## src/rtl/core/tgpg_pkg.sv

```systemverilog
// Shared types, constants and helpers of the tiled grid permutation generator.
`default_nettype none

package tgpg_pkg;

   // Width of one axis register and of the positions on the result channel.
   localparam int CFG_W  = 9;
   localparam int POS_W  = 26;
   localparam int COMP_W = 2;

   // Default clamp for every axis register.
   localparam int MAX_CELLS_DEFAULT = 256;

   // Last component index when each cell expands into three entries.
   localparam logic [COMP_W-1:0] COMP_LAST = 2'd2;

   // Cycles after a register write before the stride products are usable.
   localparam logic [1:0] SETTLE_CYCLES = 2'd2;

   // Register indexes on the configuration port.
   typedef enum logic [2:0] {
      CSR_CELLS_X    = 3'd0,
      CSR_CELLS_Y    = 3'd1,
      CSR_CELLS_Z    = 3'd2,
      CSR_TILE_X     = 3'd3,
      CSR_TILE_Y     = 3'd4,
      CSR_TILE_Z     = 3'd5,
      CSR_THREE_COMP = 3'd6
   } csr_index_type;

   // Effective configuration seen by the walker.
   typedef struct packed {
      logic [CFG_W-1:0] cx;
      logic [CFG_W-1:0] cy;
      logic [CFG_W-1:0] cz;
      logic [CFG_W-1:0] tx;
      logic [CFG_W-1:0] ty;
      logic [CFG_W-1:0] tz;
      logic             expand;
      logic [POS_W-1:0] stride_z;       // cells in one xy plane
      logic [POS_W-1:0] stride_y_tile;  // cells in one row of tiles
      logic [POS_W-1:0] stride_z_tile;  // cells in one plane of tiles
      logic             no_tile;        // some tile is larger than the grid
   } cfg_type;

   // One result entry.
   typedef struct packed {
      logic [POS_W-1:0] tiled_position;
      logic [POS_W-1:0] grid_position;
      logic             last;
      logic             valid_res;
   } rsp_type;

   // Clamp a written axis value: zero acts as one, large values as the maximum.
   function automatic logic [CFG_W-1:0] eff_value(input logic [CFG_W-1:0] v,
                                                  input int max_cells);
      logic [CFG_W-1:0] r;
      if (v == '0) begin
         r = CFG_W'(1);
      end else if (int'(v) > max_cells) begin
         r = CFG_W'(max_cells);
      end else begin
         r = v;
      end
      return r;
   endfunction

endpackage

`default_nettype wire

```

## src/rtl/core/tgpg_if.sv

```systemverilog
// Request and response channel interfaces of the tiled grid permutation generator.
`default_nettype none

interface tgpg_req_if;
   logic valid;
   logic ready;
   logic restart;

   modport source (output valid, output restart, input ready);
   modport sink   (input valid, input restart, output ready);
endinterface

interface tgpg_rsp_if import tgpg_pkg::*; ();
   logic             valid;
   logic             ready;
   logic [POS_W-1:0] tiled_position;
   logic [POS_W-1:0] grid_position;
   logic             last;
   logic             valid_res;

   modport source (output valid, output tiled_position, output grid_position,
                   output last, output valid_res, input ready);
   modport sink   (input valid, input tiled_position, input grid_position,
                   input last, input valid_res, output ready);
endinterface

`default_nettype wire

```

## src/rtl/core/tgpg_walk.sv

```systemverilog
// Tile-order walk counters with stride-based grid address tracking.
`default_nettype none

module tgpg_walk import tgpg_pkg::*; (
   input  wire logic    clock,
   input  wire logic    reset,
   input  wire logic    clear,
   input  wire logic    step,
   input  wire logic    restart,
   input  wire cfg_type cfg,
   output rsp_type      result
);

   localparam int SPAN_W = CFG_W + 2;

   logic [COMP_W-1:0] comp_ff, comp_in;
   logic [CFG_W-1:0]  ix_ff, ix_in, iy_ff, iy_in, iz_ff, iz_in;
   logic [CFG_W-1:0]  bx_ff, bx_in, by_ff, by_in, bz_ff, bz_in;
   logic [POS_W-1:0]  p_tz_ff, p_tz_in, p_ty_ff, p_ty_in;
   logic [POS_W-1:0]  p_z_ff, p_z_in, p_y_ff, p_y_in;
   logic [POS_W-1:0]  seq_ff, seq_in;

   // Current state after an optional restart.
   logic [COMP_W-1:0] cur_comp;
   logic [CFG_W-1:0]  cur_ix, cur_iy, cur_iz, cur_bx, cur_by, cur_bz;
   logic [POS_W-1:0]  cur_p_tz, cur_p_ty, cur_p_z, cur_p_y, cur_seq;

   logic              comp_wrap, ix_wrap, iy_wrap, iz_wrap;
   logic              bx_wrap, by_wrap, bz_wrap;
   logic              c_ix, c_iy, c_iz, c_bx, c_by, c_bz, wrap_all;
   logic [SPAN_W-1:0] bx_span, by_span, bz_span;
   logic [POS_W-1:0]  lin, grid, next_ty, next_tz, next_z;

   always_comb begin
      cur_comp = restart ? '0 : comp_ff;
      cur_ix   = restart ? '0 : ix_ff;
      cur_iy   = restart ? '0 : iy_ff;
      cur_iz   = restart ? '0 : iz_ff;
      cur_bx   = restart ? '0 : bx_ff;
      cur_by   = restart ? '0 : by_ff;
      cur_bz   = restart ? '0 : bz_ff;
      cur_p_tz = restart ? '0 : p_tz_ff;
      cur_p_ty = restart ? '0 : p_ty_ff;
      cur_p_z  = restart ? '0 : p_z_ff;
      cur_p_y  = restart ? '0 : p_y_ff;
      cur_seq  = restart ? '0 : seq_ff;
   end

   // Wrap tests. A tile axis wraps when one more whole tile would not fit.
   always_comb begin
      comp_wrap = !cfg.expand || (cur_comp == COMP_LAST);
      ix_wrap   = ({1'b0, cur_ix} + 1'b1) == {1'b0, cfg.tx};
      iy_wrap   = ({1'b0, cur_iy} + 1'b1) == {1'b0, cfg.ty};
      iz_wrap   = ({1'b0, cur_iz} + 1'b1) == {1'b0, cfg.tz};
      bx_span   = SPAN_W'(cur_bx) + SPAN_W'(cfg.tx) + SPAN_W'(cfg.tx);
      by_span   = SPAN_W'(cur_by) + SPAN_W'(cfg.ty) + SPAN_W'(cfg.ty);
      bz_span   = SPAN_W'(cur_bz) + SPAN_W'(cfg.tz) + SPAN_W'(cfg.tz);
      bx_wrap   = bx_span > SPAN_W'(cfg.cx);
      by_wrap   = by_span > SPAN_W'(cfg.cy);
      bz_wrap   = bz_span > SPAN_W'(cfg.cz);
      c_ix      = comp_wrap;
      c_iy      = c_ix && ix_wrap;
      c_iz      = c_iy && iy_wrap;
      c_bx      = c_iz && iz_wrap;
      c_by      = c_bx && bx_wrap;
      c_bz      = c_by && by_wrap;
      wrap_all  = c_bz && bz_wrap;
   end

   // Result for the current entry.
   always_comb begin
      lin  = cur_p_y + POS_W'(cur_bx) + POS_W'(cur_ix);
      grid = cfg.expand ? (lin + {lin[POS_W-2:0], 1'b0} + POS_W'(cur_comp)) : lin;
      if (cfg.no_tile) begin
         result = '0;
      end else begin
         result.tiled_position = cur_seq;
         result.grid_position  = grid;
         result.last           = wrap_all;
         result.valid_res      = 1'b1;
      end
   end

   // Next walk state: the outermost carry decides which bases move.
   always_comb begin
      next_tz = cur_p_tz + cfg.stride_z_tile;
      next_ty = cur_p_ty + cfg.stride_y_tile;
      next_z  = cur_p_z + cfg.stride_z;

      comp_in = '0;
      if (cfg.expand && !comp_wrap) begin
         comp_in = cur_comp + 1'b1;
      end

      ix_in   = cur_ix;
      iy_in   = cur_iy;
      iz_in   = cur_iz;
      bx_in   = cur_bx;
      by_in   = cur_by;
      bz_in   = cur_bz;
      p_tz_in = cur_p_tz;
      p_ty_in = cur_p_ty;
      p_z_in  = cur_p_z;
      p_y_in  = cur_p_y;
      seq_in  = wrap_all ? '0 : cur_seq + 1'b1;

      priority if (wrap_all) begin
         ix_in   = '0;
         iy_in   = '0;
         iz_in   = '0;
         bx_in   = '0;
         by_in   = '0;
         bz_in   = '0;
         p_tz_in = '0;
         p_ty_in = '0;
         p_z_in  = '0;
         p_y_in  = '0;
      end else if (c_bz) begin
         ix_in   = '0;
         iy_in   = '0;
         iz_in   = '0;
         bx_in   = '0;
         by_in   = '0;
         bz_in   = cur_bz + cfg.tz;
         p_tz_in = next_tz;
         p_ty_in = next_tz;
         p_z_in  = next_tz;
         p_y_in  = next_tz;
      end else if (c_by) begin
         ix_in   = '0;
         iy_in   = '0;
         iz_in   = '0;
         bx_in   = '0;
         by_in   = cur_by + cfg.ty;
         p_ty_in = next_ty;
         p_z_in  = next_ty;
         p_y_in  = next_ty;
      end else if (c_bx) begin
         ix_in   = '0;
         iy_in   = '0;
         iz_in   = '0;
         bx_in   = cur_bx + cfg.tx;
         p_z_in  = cur_p_ty;
         p_y_in  = cur_p_ty;
      end else if (c_iz) begin
         ix_in   = '0;
         iy_in   = '0;
         iz_in   = cur_iz + 1'b1;
         p_z_in  = next_z;
         p_y_in  = next_z;
      end else if (c_iy) begin
         ix_in   = '0;
         iy_in   = cur_iy + 1'b1;
         p_y_in  = cur_p_y + POS_W'(cfg.cx);
      end else if (c_ix) begin
         ix_in   = cur_ix + 1'b1;
      end else begin
         ix_in   = cur_ix;
      end
   end

   // State register. With no whole tile a step changes nothing unless it restarts.
   always_ff @(posedge clock) begin
      if (reset || clear) begin
         comp_ff <= '0;
         ix_ff   <= '0;
         iy_ff   <= '0;
         iz_ff   <= '0;
         bx_ff   <= '0;
         by_ff   <= '0;
         bz_ff   <= '0;
         p_tz_ff <= '0;
         p_ty_ff <= '0;
         p_z_ff  <= '0;
         p_y_ff  <= '0;
         seq_ff  <= '0;
      end else if (step && cfg.no_tile) begin
         comp_ff <= cur_comp;
         ix_ff   <= cur_ix;
         iy_ff   <= cur_iy;
         iz_ff   <= cur_iz;
         bx_ff   <= cur_bx;
         by_ff   <= cur_by;
         bz_ff   <= cur_bz;
         p_tz_ff <= cur_p_tz;
         p_ty_ff <= cur_p_ty;
         p_z_ff  <= cur_p_z;
         p_y_ff  <= cur_p_y;
         seq_ff  <= cur_seq;
      end else if (step) begin
         comp_ff <= comp_in;
         ix_ff   <= ix_in;
         iy_ff   <= iy_in;
         iz_ff   <= iz_in;
         bx_ff   <= bx_in;
         by_ff   <= by_in;
         bz_ff   <= bz_in;
         p_tz_ff <= p_tz_in;
         p_ty_ff <= p_ty_in;
         p_z_ff  <= p_z_in;
         p_y_ff  <= p_y_in;
         seq_ff  <= seq_in;
      end
   end

endmodule

`default_nettype wire

```

## src/rtl/core/tgpg_skid.sv

```systemverilog
// Two-entry output buffer that decouples the walker from the response channel.
`default_nettype none

module tgpg_skid import tgpg_pkg::*; (
   input  wire logic    clock,
   input  wire logic    reset,
   input  wire logic    push,
   input  wire rsp_type push_data,
   output logic         full,
   output logic         out_valid,
   output rsp_type      out_data,
   input  wire logic    out_ready
);

   logic    main_valid_ff, skid_valid_ff;
   rsp_type main_ff, skid_ff;
   logic    pop;

   assign pop       = main_valid_ff && out_ready;
   assign full      = skid_valid_ff;
   assign out_valid = main_valid_ff;
   assign out_data  = main_ff;

   // Occupancy: the spare entry fills only when the main entry is stalled.
   always_ff @(posedge clock) begin
      if (reset) begin
         main_valid_ff <= 1'b0;
         skid_valid_ff <= 1'b0;
      end else if (pop) begin
         main_valid_ff <= skid_valid_ff || push;
         skid_valid_ff <= 1'b0;
      end else if (push) begin
         main_valid_ff <= 1'b1;
         skid_valid_ff <= main_valid_ff;
      end
   end

   // Payload moves without reset.
   always_ff @(posedge clock) begin
      if (pop && skid_valid_ff) begin
         main_ff <= skid_ff;
      end else if ((pop || !main_valid_ff) && push) begin
         main_ff <= push_data;
      end
      if (!pop && main_valid_ff && push) begin
         skid_ff <= push_data;
      end
   end

endmodule

`default_nettype wire

```

## src/rtl/core/tiled_grid_permutation_generator.sv

```systemverilog
// Top level of the tiled grid permutation generator: registers, strides, channels.
//
// Each request transfer yields exactly one response transfer, and a new request
// is taken every cycle while the two-entry output buffer has room and no write
// is in progress or settling; the result is registered in the output buffer,
// which keeps order. The walk keeps tile and cell counters with base addresses
// that advance by stride adds, so one entry is produced per cycle while requests
// are taken. The strides come from registered products of the axis registers:
// after any register write, request ready stays low while the plane size and the
// tile-plane size are recomputed. A write restarts the walk at its first entry.
`default_nettype none

module tiled_grid_permutation_generator import tgpg_pkg::*; #(
   parameter int MAX_CELLS_PER_AXIS = MAX_CELLS_DEFAULT
) (
   input  wire logic             clock,
   input  wire logic             reset,
   tgpg_req_if.sink              req_ch,
   tgpg_rsp_if.source            rsp_ch,
   input  wire logic             csr_write,
   input  wire logic [2:0]       csr_index,
   input  wire logic [CFG_W-1:0] csr_data
);

   logic [CFG_W-1:0] cx_ff, cy_ff, cz_ff, tx_ff, ty_ff, tz_ff;
   logic             expand_ff;
   logic [POS_W-1:0] sz_ff, sty_ff, stz_ff;
   logic             no_tile_ff;
   logic [1:0]       settle_ff;
   logic [CFG_W-1:0] wr_value;
   logic             wr_hit;
   logic             step;
   logic             buf_full;
   cfg_type          cfg;
   rsp_type          walk_result;
   rsp_type          out_data;

   assign wr_value = eff_value(csr_data, MAX_CELLS_PER_AXIS);

   // Writes to an index past the register list are ignored.
   always_comb begin
      unique case (csr_index_type'(csr_index))
         CSR_CELLS_X, CSR_CELLS_Y, CSR_CELLS_Z, CSR_TILE_X, CSR_TILE_Y, CSR_TILE_Z,
         CSR_THREE_COMP: wr_hit = csr_write;
         default:        wr_hit = 1'b0;
      endcase
   end

   // Configuration registers hold the clamped axis values.
   always_ff @(posedge clock) begin
      if (reset) begin
         cx_ff     <= CFG_W'(1);
         cy_ff     <= CFG_W'(1);
         cz_ff     <= CFG_W'(1);
         tx_ff     <= CFG_W'(1);
         ty_ff     <= CFG_W'(1);
         tz_ff     <= CFG_W'(1);
         expand_ff <= 1'b0;
      end else if (csr_write) begin
         unique case (csr_index_type'(csr_index))
            CSR_CELLS_X:    cx_ff     <= wr_value;
            CSR_CELLS_Y:    cy_ff     <= wr_value;
            CSR_CELLS_Z:    cz_ff     <= wr_value;
            CSR_TILE_X:     tx_ff     <= wr_value;
            CSR_TILE_Y:     ty_ff     <= wr_value;
            CSR_TILE_Z:     tz_ff     <= wr_value;
            CSR_THREE_COMP: expand_ff <= csr_data[0];
            default:        expand_ff <= expand_ff;
         endcase
      end
   end

   // Stride products; the tile-plane stride multiplies the registered plane size.
   always_ff @(posedge clock) begin
      sz_ff      <= POS_W'(cx_ff * cy_ff);
      sty_ff     <= POS_W'(cx_ff * ty_ff);
      stz_ff     <= POS_W'(sz_ff * tz_ff);
      no_tile_ff <= (tx_ff > cx_ff) || (ty_ff > cy_ff) || (tz_ff > cz_ff);
   end

   // Hold off requests until the products reflect the latest write.
   always_ff @(posedge clock) begin
      if (reset || wr_hit) begin
         settle_ff <= SETTLE_CYCLES;
      end else if (settle_ff != '0) begin
         settle_ff <= settle_ff - 1'b1;
      end
   end

   always_comb begin
      cfg.cx            = cx_ff;
      cfg.cy            = cy_ff;
      cfg.cz            = cz_ff;
      cfg.tx            = tx_ff;
      cfg.ty            = ty_ff;
      cfg.tz            = tz_ff;
      cfg.expand        = expand_ff;
      cfg.stride_z      = sz_ff;
      cfg.stride_y_tile = sty_ff;
      cfg.stride_z_tile = stz_ff;
      cfg.no_tile       = no_tile_ff;
   end

   assign req_ch.ready = (settle_ff == '0) && !csr_write && !buf_full;
   assign step         = req_ch.valid && req_ch.ready;

   tgpg_walk u_walk (
      .clock   (clock),
      .reset   (reset),
      .clear   (wr_hit),
      .step    (step),
      .restart (req_ch.restart),
      .cfg     (cfg),
      .result  (walk_result)
   );

   tgpg_skid u_skid (
      .clock     (clock),
      .reset     (reset),
      .push      (step),
      .push_data (walk_result),
      .full      (buf_full),
      .out_valid (rsp_ch.valid),
      .out_data  (out_data),
      .out_ready (rsp_ch.ready)
   );

   assign rsp_ch.tiled_position = out_data.tiled_position;
   assign rsp_ch.grid_position  = out_data.grid_position;
   assign rsp_ch.last           = out_data.last;
   assign rsp_ch.valid_res      = out_data.valid_res;

   // A request transfer always leaves a result waiting on the next cycle.
   a_result_follows: assert property (@(posedge clock) disable iff (reset)
      (req_ch.valid && req_ch.ready) |=> rsp_ch.valid)
      else $error("accepted request left no pending response");

   // No request transfer while the strides settle after a register write.
   a_settle_first: assert property (@(posedge clock) disable iff (reset)
      wr_hit |=> !req_ch.ready)
      else $error("request taken while strides settle");

   a_settle_second: assert property (@(posedge clock) disable iff (reset)
      wr_hit |=> ##1 !req_ch.ready)
      else $error("request taken while strides settle");

   // An entry without a whole tile carries all-zero fields.
   a_no_tile_zero: assert property (@(posedge clock) disable iff (reset)
      (rsp_ch.valid && !rsp_ch.valid_res) |->
      (rsp_ch.tiled_position == '0 && rsp_ch.grid_position == '0 && !rsp_ch.last))
      else $error("invalid entry with nonzero fields");

endmodule

`default_nettype wire
```

## src/flat_wrapper.sv

```systemverilog
// flat-port wrapper written by rule: the top's interface ports become plain ports
module tiled_grid_permutation_generator_flat import tgpg_pkg::*;
#(
   parameter int MAX_CELLS_PER_AXIS = MAX_CELLS_DEFAULT
)
  (clock, reset, csr_write, csr_index, csr_data, req_ch_valid, req_ch_restart, req_ch_ready, rsp_ch_valid, rsp_ch_tiled_position, rsp_ch_grid_position, rsp_ch_last, rsp_ch_valid_res, rsp_ch_ready);
  tgpg_req_if req_ch_i ();
  tgpg_rsp_if rsp_ch_i ();
  input  wire logic clock;
  input  wire logic reset;
  input  wire logic csr_write;
  input  wire logic [2:0] csr_index;
  input  wire logic [CFG_W-1:0] csr_data;
  input wire logic [$bits(req_ch_i.valid)-1:0] req_ch_valid;
  input wire logic [$bits(req_ch_i.restart)-1:0] req_ch_restart;
  output wire logic [$bits(req_ch_i.ready)-1:0] req_ch_ready;
  output wire logic [$bits(rsp_ch_i.valid)-1:0] rsp_ch_valid;
  output wire logic [$bits(rsp_ch_i.tiled_position)-1:0] rsp_ch_tiled_position;
  output wire logic [$bits(rsp_ch_i.grid_position)-1:0] rsp_ch_grid_position;
  output wire logic [$bits(rsp_ch_i.last)-1:0] rsp_ch_last;
  output wire logic [$bits(rsp_ch_i.valid_res)-1:0] rsp_ch_valid_res;
  input wire logic [$bits(rsp_ch_i.ready)-1:0] rsp_ch_ready;
  assign req_ch_i.valid = req_ch_valid;
  assign req_ch_i.restart = req_ch_restart;
  assign req_ch_ready = req_ch_i.ready;
  assign rsp_ch_valid = rsp_ch_i.valid;
  assign rsp_ch_tiled_position = rsp_ch_i.tiled_position;
  assign rsp_ch_grid_position = rsp_ch_i.grid_position;
  assign rsp_ch_last = rsp_ch_i.last;
  assign rsp_ch_valid_res = rsp_ch_i.valid_res;
  assign rsp_ch_i.ready = rsp_ch_ready;
  tiled_grid_permutation_generator #(.MAX_CELLS_PER_AXIS(MAX_CELLS_PER_AXIS)) u_core (.clock(clock), .reset(reset), .req_ch(req_ch_i), .rsp_ch(rsp_ch_i), .csr_write(csr_write), .csr_index(csr_index), .csr_data(csr_data));
endmodule
```

## config.mk

```make
export PLATFORM = sky130hd
export DESIGN_NAME = tiled_grid_permutation_generator_flat
export DESIGN_NICKNAME = d
export VERILOG_FILES = /design/src/rtl/core/tgpg_pkg.sv /design/src/rtl/core/tgpg_if.sv /design/src/rtl/core/tgpg_walk.sv /design/src/rtl/core/tgpg_skid.sv /design/src/rtl/core/tiled_grid_permutation_generator.sv /design/src/flat_wrapper.sv
export SDC_FILE = /design/constraint.sdc
export NUM_CORES = 2
export LEC_CHECK = 0
export ABC_AREA = 1
export BUFFER_PORTS_ARGS = -buffer_cell sky130_fd_sc_hd__buf_2
export CAP_MARGIN = 10
export CORE_ASPECT_RATIO = 0.6
export CORE_MARGIN = 5
export CORE_UTILIZATION = 55
export CTS_BUF_LIST = sky130_fd_sc_hd__clkbuf_8 sky130_fd_sc_hd__clkbuf_16
export CTS_CLUSTER_DIAMETER = 80
export DETAILED_ROUTE_END_ITERATION = 16
export PLACE_DENSITY = 0.74
export SETUP_SLACK_MARGIN = 0.2
export SYNTH_ARGS = -nofsm -noshare
export SYNTH_HDL_FRONTEND = slang
export SYNTH_SLANG_ARGS = --single-unit
export TNS_END_PERCENT = 5
```

## constraint.sdc

```tcl
create_clock -name clock -period 6.3 [get_ports clock]
set_input_delay 0.945 -clock clock [delete_from_list [all_inputs] [get_ports clock]]
set_output_delay 0.945 -clock clock [all_outputs]
set_load 0.05 [all_outputs]
```

==> summary.md <==
| Metric | Value |
|---|---|
| Inst Count DP | `7016` |
| Gpl congestion | `1.003` |
| Port-buffer cells | `73` |
| Clk buf depth | `3` |
| Status | `complete, no violations` |
| Met1 GRT Util | `51.82%` |
| Synth top area share | `14.98%` |
| Static Leakage | `23.11 nW` |
| Post-synth top cells | `nand2_1, inv_1, a21oi_1, o21ai_0, ha_1` |
| Core Region | `73990 µm²` |
| Class of the tightest hold or removal check | `reg2reg` |
| Drt via density | `approximately 5.7` |
| WS Path Type | `in2reg` |
| CP Capture Point | `u_core.u_skid.out_data[25]$_DFFE_PP_` |
| Initial drt markers | `4932` |
| Largest net degree at the start of global routing | `121` |
| Routed WL | `between 100 and 150 mm` |
| Final worst-path cycle share | `approximately 90%` |
| CP Launch Type | `primary input` |
| R2R setup slack | `740 ps` |
| Tot GR Track Use | `around 34%` |
| Internal power | `roughly 0.0049 W` |
| Endpoints failing setup | `0` |
| Reg clk slew, reported paths | `60 ps` |
| Mapped Nets | `6672` |
| Vias | `40800` |
| Grt met3 use | `10.68%` |
| Clock power share | `a little over a third` |
| Avg WL per Cell | `between 15 and 20 µm` |
| # hold bufs at CTS | `0` |
| Clk_skew | `37.13 ps` |
| Area growth, synth to finish | `7.894%` |
| Worst R2R End | `u_core.stz_ff[24]$_DFF_P_` |
| Mux contribution to synthesized area | `0%` |
| Synth Register Bits | `416` |
| Synth Area in Compound Gates | `roughly 15%` |
| Worst Path Required | `6650 ps` |
| Slew @ Worst Pin | `approximately 1400 ps` |
| Switching power | `0.003006 W` |
| Final min period | `5661 ps` |
| Async SR Flop Fraction | `0%` |
| Initial antenna violation count | `6` |
| Logic gate share of total power | `27.6%` |
| VDD IR-drop max | `0.0001989 V` |
| EDFF count, synth | `108` |
| Worst Path Arrival | `6010 ps` |
| Fraction of layout cells with a size suffix above 1 | `6.153%` |
| Switching share of power | `37.82%` |
| Max Fclk | `176.7 MHz` |
| Setup crit start | `req_ch_restart` |
| Largest family of logic cells by synthesized area | `simple AND/OR/NAND/NOR gates` |
| Final Non-Filler Cells | `7099` |
| XOR/XNOR Fraction of Synth Area | `3.978%` |
| H-tree depth | `2` |
| First drt pass iteration count | `9` |
| Post-CTS sizing | `0` |
| First-pass GRT wire length | `217.6 mm` |
| DP HPWL | `between 100 and 150 mm` |
| Residual DRC | `0` |
| DIE AREA | `roughly 80000 µm²` |
| Vias in the first global route | `37900` |
| CTS tree | `done` |
| Ys flop type | `dfxtp_1` |
| Crit-path max FO | `16` |
| Critical path's slowest cell | `fa_1` |
| Clock Sinks | `416` |
| Post-layout util | `between 60% and 70%` |
| IO Count | `74` |
| Worst Reg-to-Reg Cells | `21` |
| Root buf cell | `clkbuf_16` |
| YS warnings | `0` |
| Post-Syn Area | `41300 µm²` |
| Final #Nets | `6677` |
| Seq pwr share | `36.3%` |
| Starting Density | `55.82%` |
| GRT Max-Usage Layer | `met1` |
| Met2 usage | `roughly 46%` |
| # rows | `77` |
| DIE WIDTH | `363.8 µm` |
| Slew headroom | `4.503%` |
| Setup bufs post-CTS | `0` |
| Power Density | `178.4 nW/µm²` |
| Number of CTS-inserted buffers | `45` |
| Number of library cell types mapped by synthesis | `between 50 and 60` |
| RSZ-0062 raised after global routing | `true` |
| Reg-to-Reg Start | `u_core.tz_ff[2]$_SDFFE_PP0P_` |
| Slew Viols, Final | `0` |
| Syn Inst Count | `6071` |
| Die span in y | `approximately 220 µm` |
| Post-synth top area cell | `nand2_1` |
| Max-Cap Viols | `0` |
| Gr ovfl total | `0` |
| Simple-Gate Fraction of Synth Area | `between 20 and 30%` |
| Worst setup EP type | `flop` |
| Seq/Total Area, Yosys | `~23%` |
| Adder-Cell Fraction of Synth Area | `21.82%` |
| Top cells by area, synth | `nand2_1, dfxtp_1, fa_1, ha_1, inv_1` |
| DP Area | `approximately 43000 µm²` |
| Synthesized area per cell | `6.803 µm²` |
| Fin. Hold Viols | `0` |
| DRT antenna net count | `0` |
| Max stage delay on crit path | `about 540 ps` |
| Dominant cell by count in the synthesized netlist | `nand2_1` |
| Post-route cell area | `44560 µm²` |
| Worst skew pair latency | `640 ps` |
## stage by stage
| stage | worst slack (ps) | total power (W) | setup TNS (ps) | hold slack (ps) |
|---|---|---|---|---|
| final | 639.2 | 0.007949 | 0 | 457.8 |
| after global routing | 148.3 | 0.008210 | 0 | 480.1 |
| after CTS | 635.5 | 0.007839 | 0 | 460.4 |
| after detailed placement | 25.77 | 0.005009 | 0 | 451.3 |
| after global placement | 53.67 | 0.004990 | 0 | 442.3 |
| after floorplan | -496.6 | 0.004223 | -7229 | 436.3 |
## cells in the final DEF, fill, tap and decap left out, types with 19 or more instances in the layout
cell,count
nand2_1,1646
inv_1,959
a21oi_1,614
o21ai_0,355
ha_1,354
nor2_1,350
nand3_1,318
dfxtp_1,307
fa_1,229
buf_4,135
xor2_1,112
edfxtp_1,108
buf_2,73
xnor2_1,71
nand4_1,70
clkbuf_16,46
nor3_1,43
o211ai_1,42
a31oi_1,21
inv_2,21
o21bai_1,20
nor2_2,19
## kinds of logic after synthesis
| logic type | Yosys count |
|---|---|
| fa+ha+maj | 583 |
| compound gates | 1138 |
| flops | 416 |
| xor+xnor | 186 |
| buf+inv | 1234 |
| simple gates | 2514 |
## routing by layer
layer,routed length [µm],up-vias,share of wire (%)
met3,19440,211,14
li1,-,19490,-
met2,52670,2173,38
met1,63800,18910,46
met4,3294,8,2.4
met5,48,-,0.034
## worst min-delay path by stage
| stage | startpoint | end | slack, ps | cells after the start |
|---|---|---|---|---|
| after floorplan | u_core.settle_ff[0]$_SDFFE_PP0P_ | u_core.settle_ff[0]$_SDFFE_PP0P_ | 440 | 2 |
| final | u_core.settle_ff[0]$_SDFFE_PP0P_ | u_core.settle_ff[0]$_SDFFE_PP0P_ | 460 | 2 |
| after detailed placement | u_core.settle_ff[0]$_SDFFE_PP0P_ | u_core.settle_ff[0]$_SDFFE_PP0P_ | 450 | 2 |
| after CTS | u_core.settle_ff[0]$_SDFFE_PP0P_ | u_core.settle_ff[0]$_SDFFE_PP0P_ | 460 | 2 |
| after global placement | u_core.settle_ff[0]$_SDFFE_PP0P_ | u_core.settle_ff[0]$_SDFFE_PP0P_ | 440 | 2 |
| after global routing | u_core.settle_ff[0]$_SDFFE_PP0P_ | u_core.settle_ff[0]$_SDFFE_PP0P_ | 480 | 2 |
## state kept, by name, summed over array words and instances, names as in the netlist, 18 cells and up
signal                  count
u_core.u_walk.seq_ff       26
u_core.u_skid.skid_ff      54
u_core.u_walk.p_tz_ff      26
u_core.u_skid.out_data     54
u_core.stz_ff              26
u_core.u_walk.p_y_ff       26
u_core.u_walk.p_z_ff       26
u_core.sty_ff              18
u_core.u_walk.p_ty_ff      26
u_core.sz_ff               18
## worst max-delay path, delay by kind of cell
family	cells	cell delay (ps)
AO/OA/AOI/OAI	6	1380
adder cells (fa/ha/maj)	3	1180
buffers and inverters	7	850
XOR/XNOR	1	300
AND/OR/NAND/NOR	12	1340
## area by class of cell
class                   instances  area, µm²
flip-flops and latches        416       9413
fillers                      6990      29430
repair buffers                212       1459
clock inverters                34      352.8
diodes                          1      2.502
multi-input cells            4421      27240
well taps                     987       1235
inverters                     980       3682
clock buffers                  48       1179
## power groups by stage
| stage | registers, W | clock network (W) | logic (W) |
|---|---|---|---|
| finish | 0.00289 | 0.00287 | 0.00219 |
| CTS | 0.00288 | 0.00287 | 0.00208 |
| detailed placement | 0.00294 | 0 | 0.00207 |
| floorplan | 0.00290 | 0 | 0.00133 |
| global placement | 0.00294 | 0 | 0.00205 |
| global route | 0.00289 | 0.00300 | 0.00233 |
(Power assumes the default switching activity.)
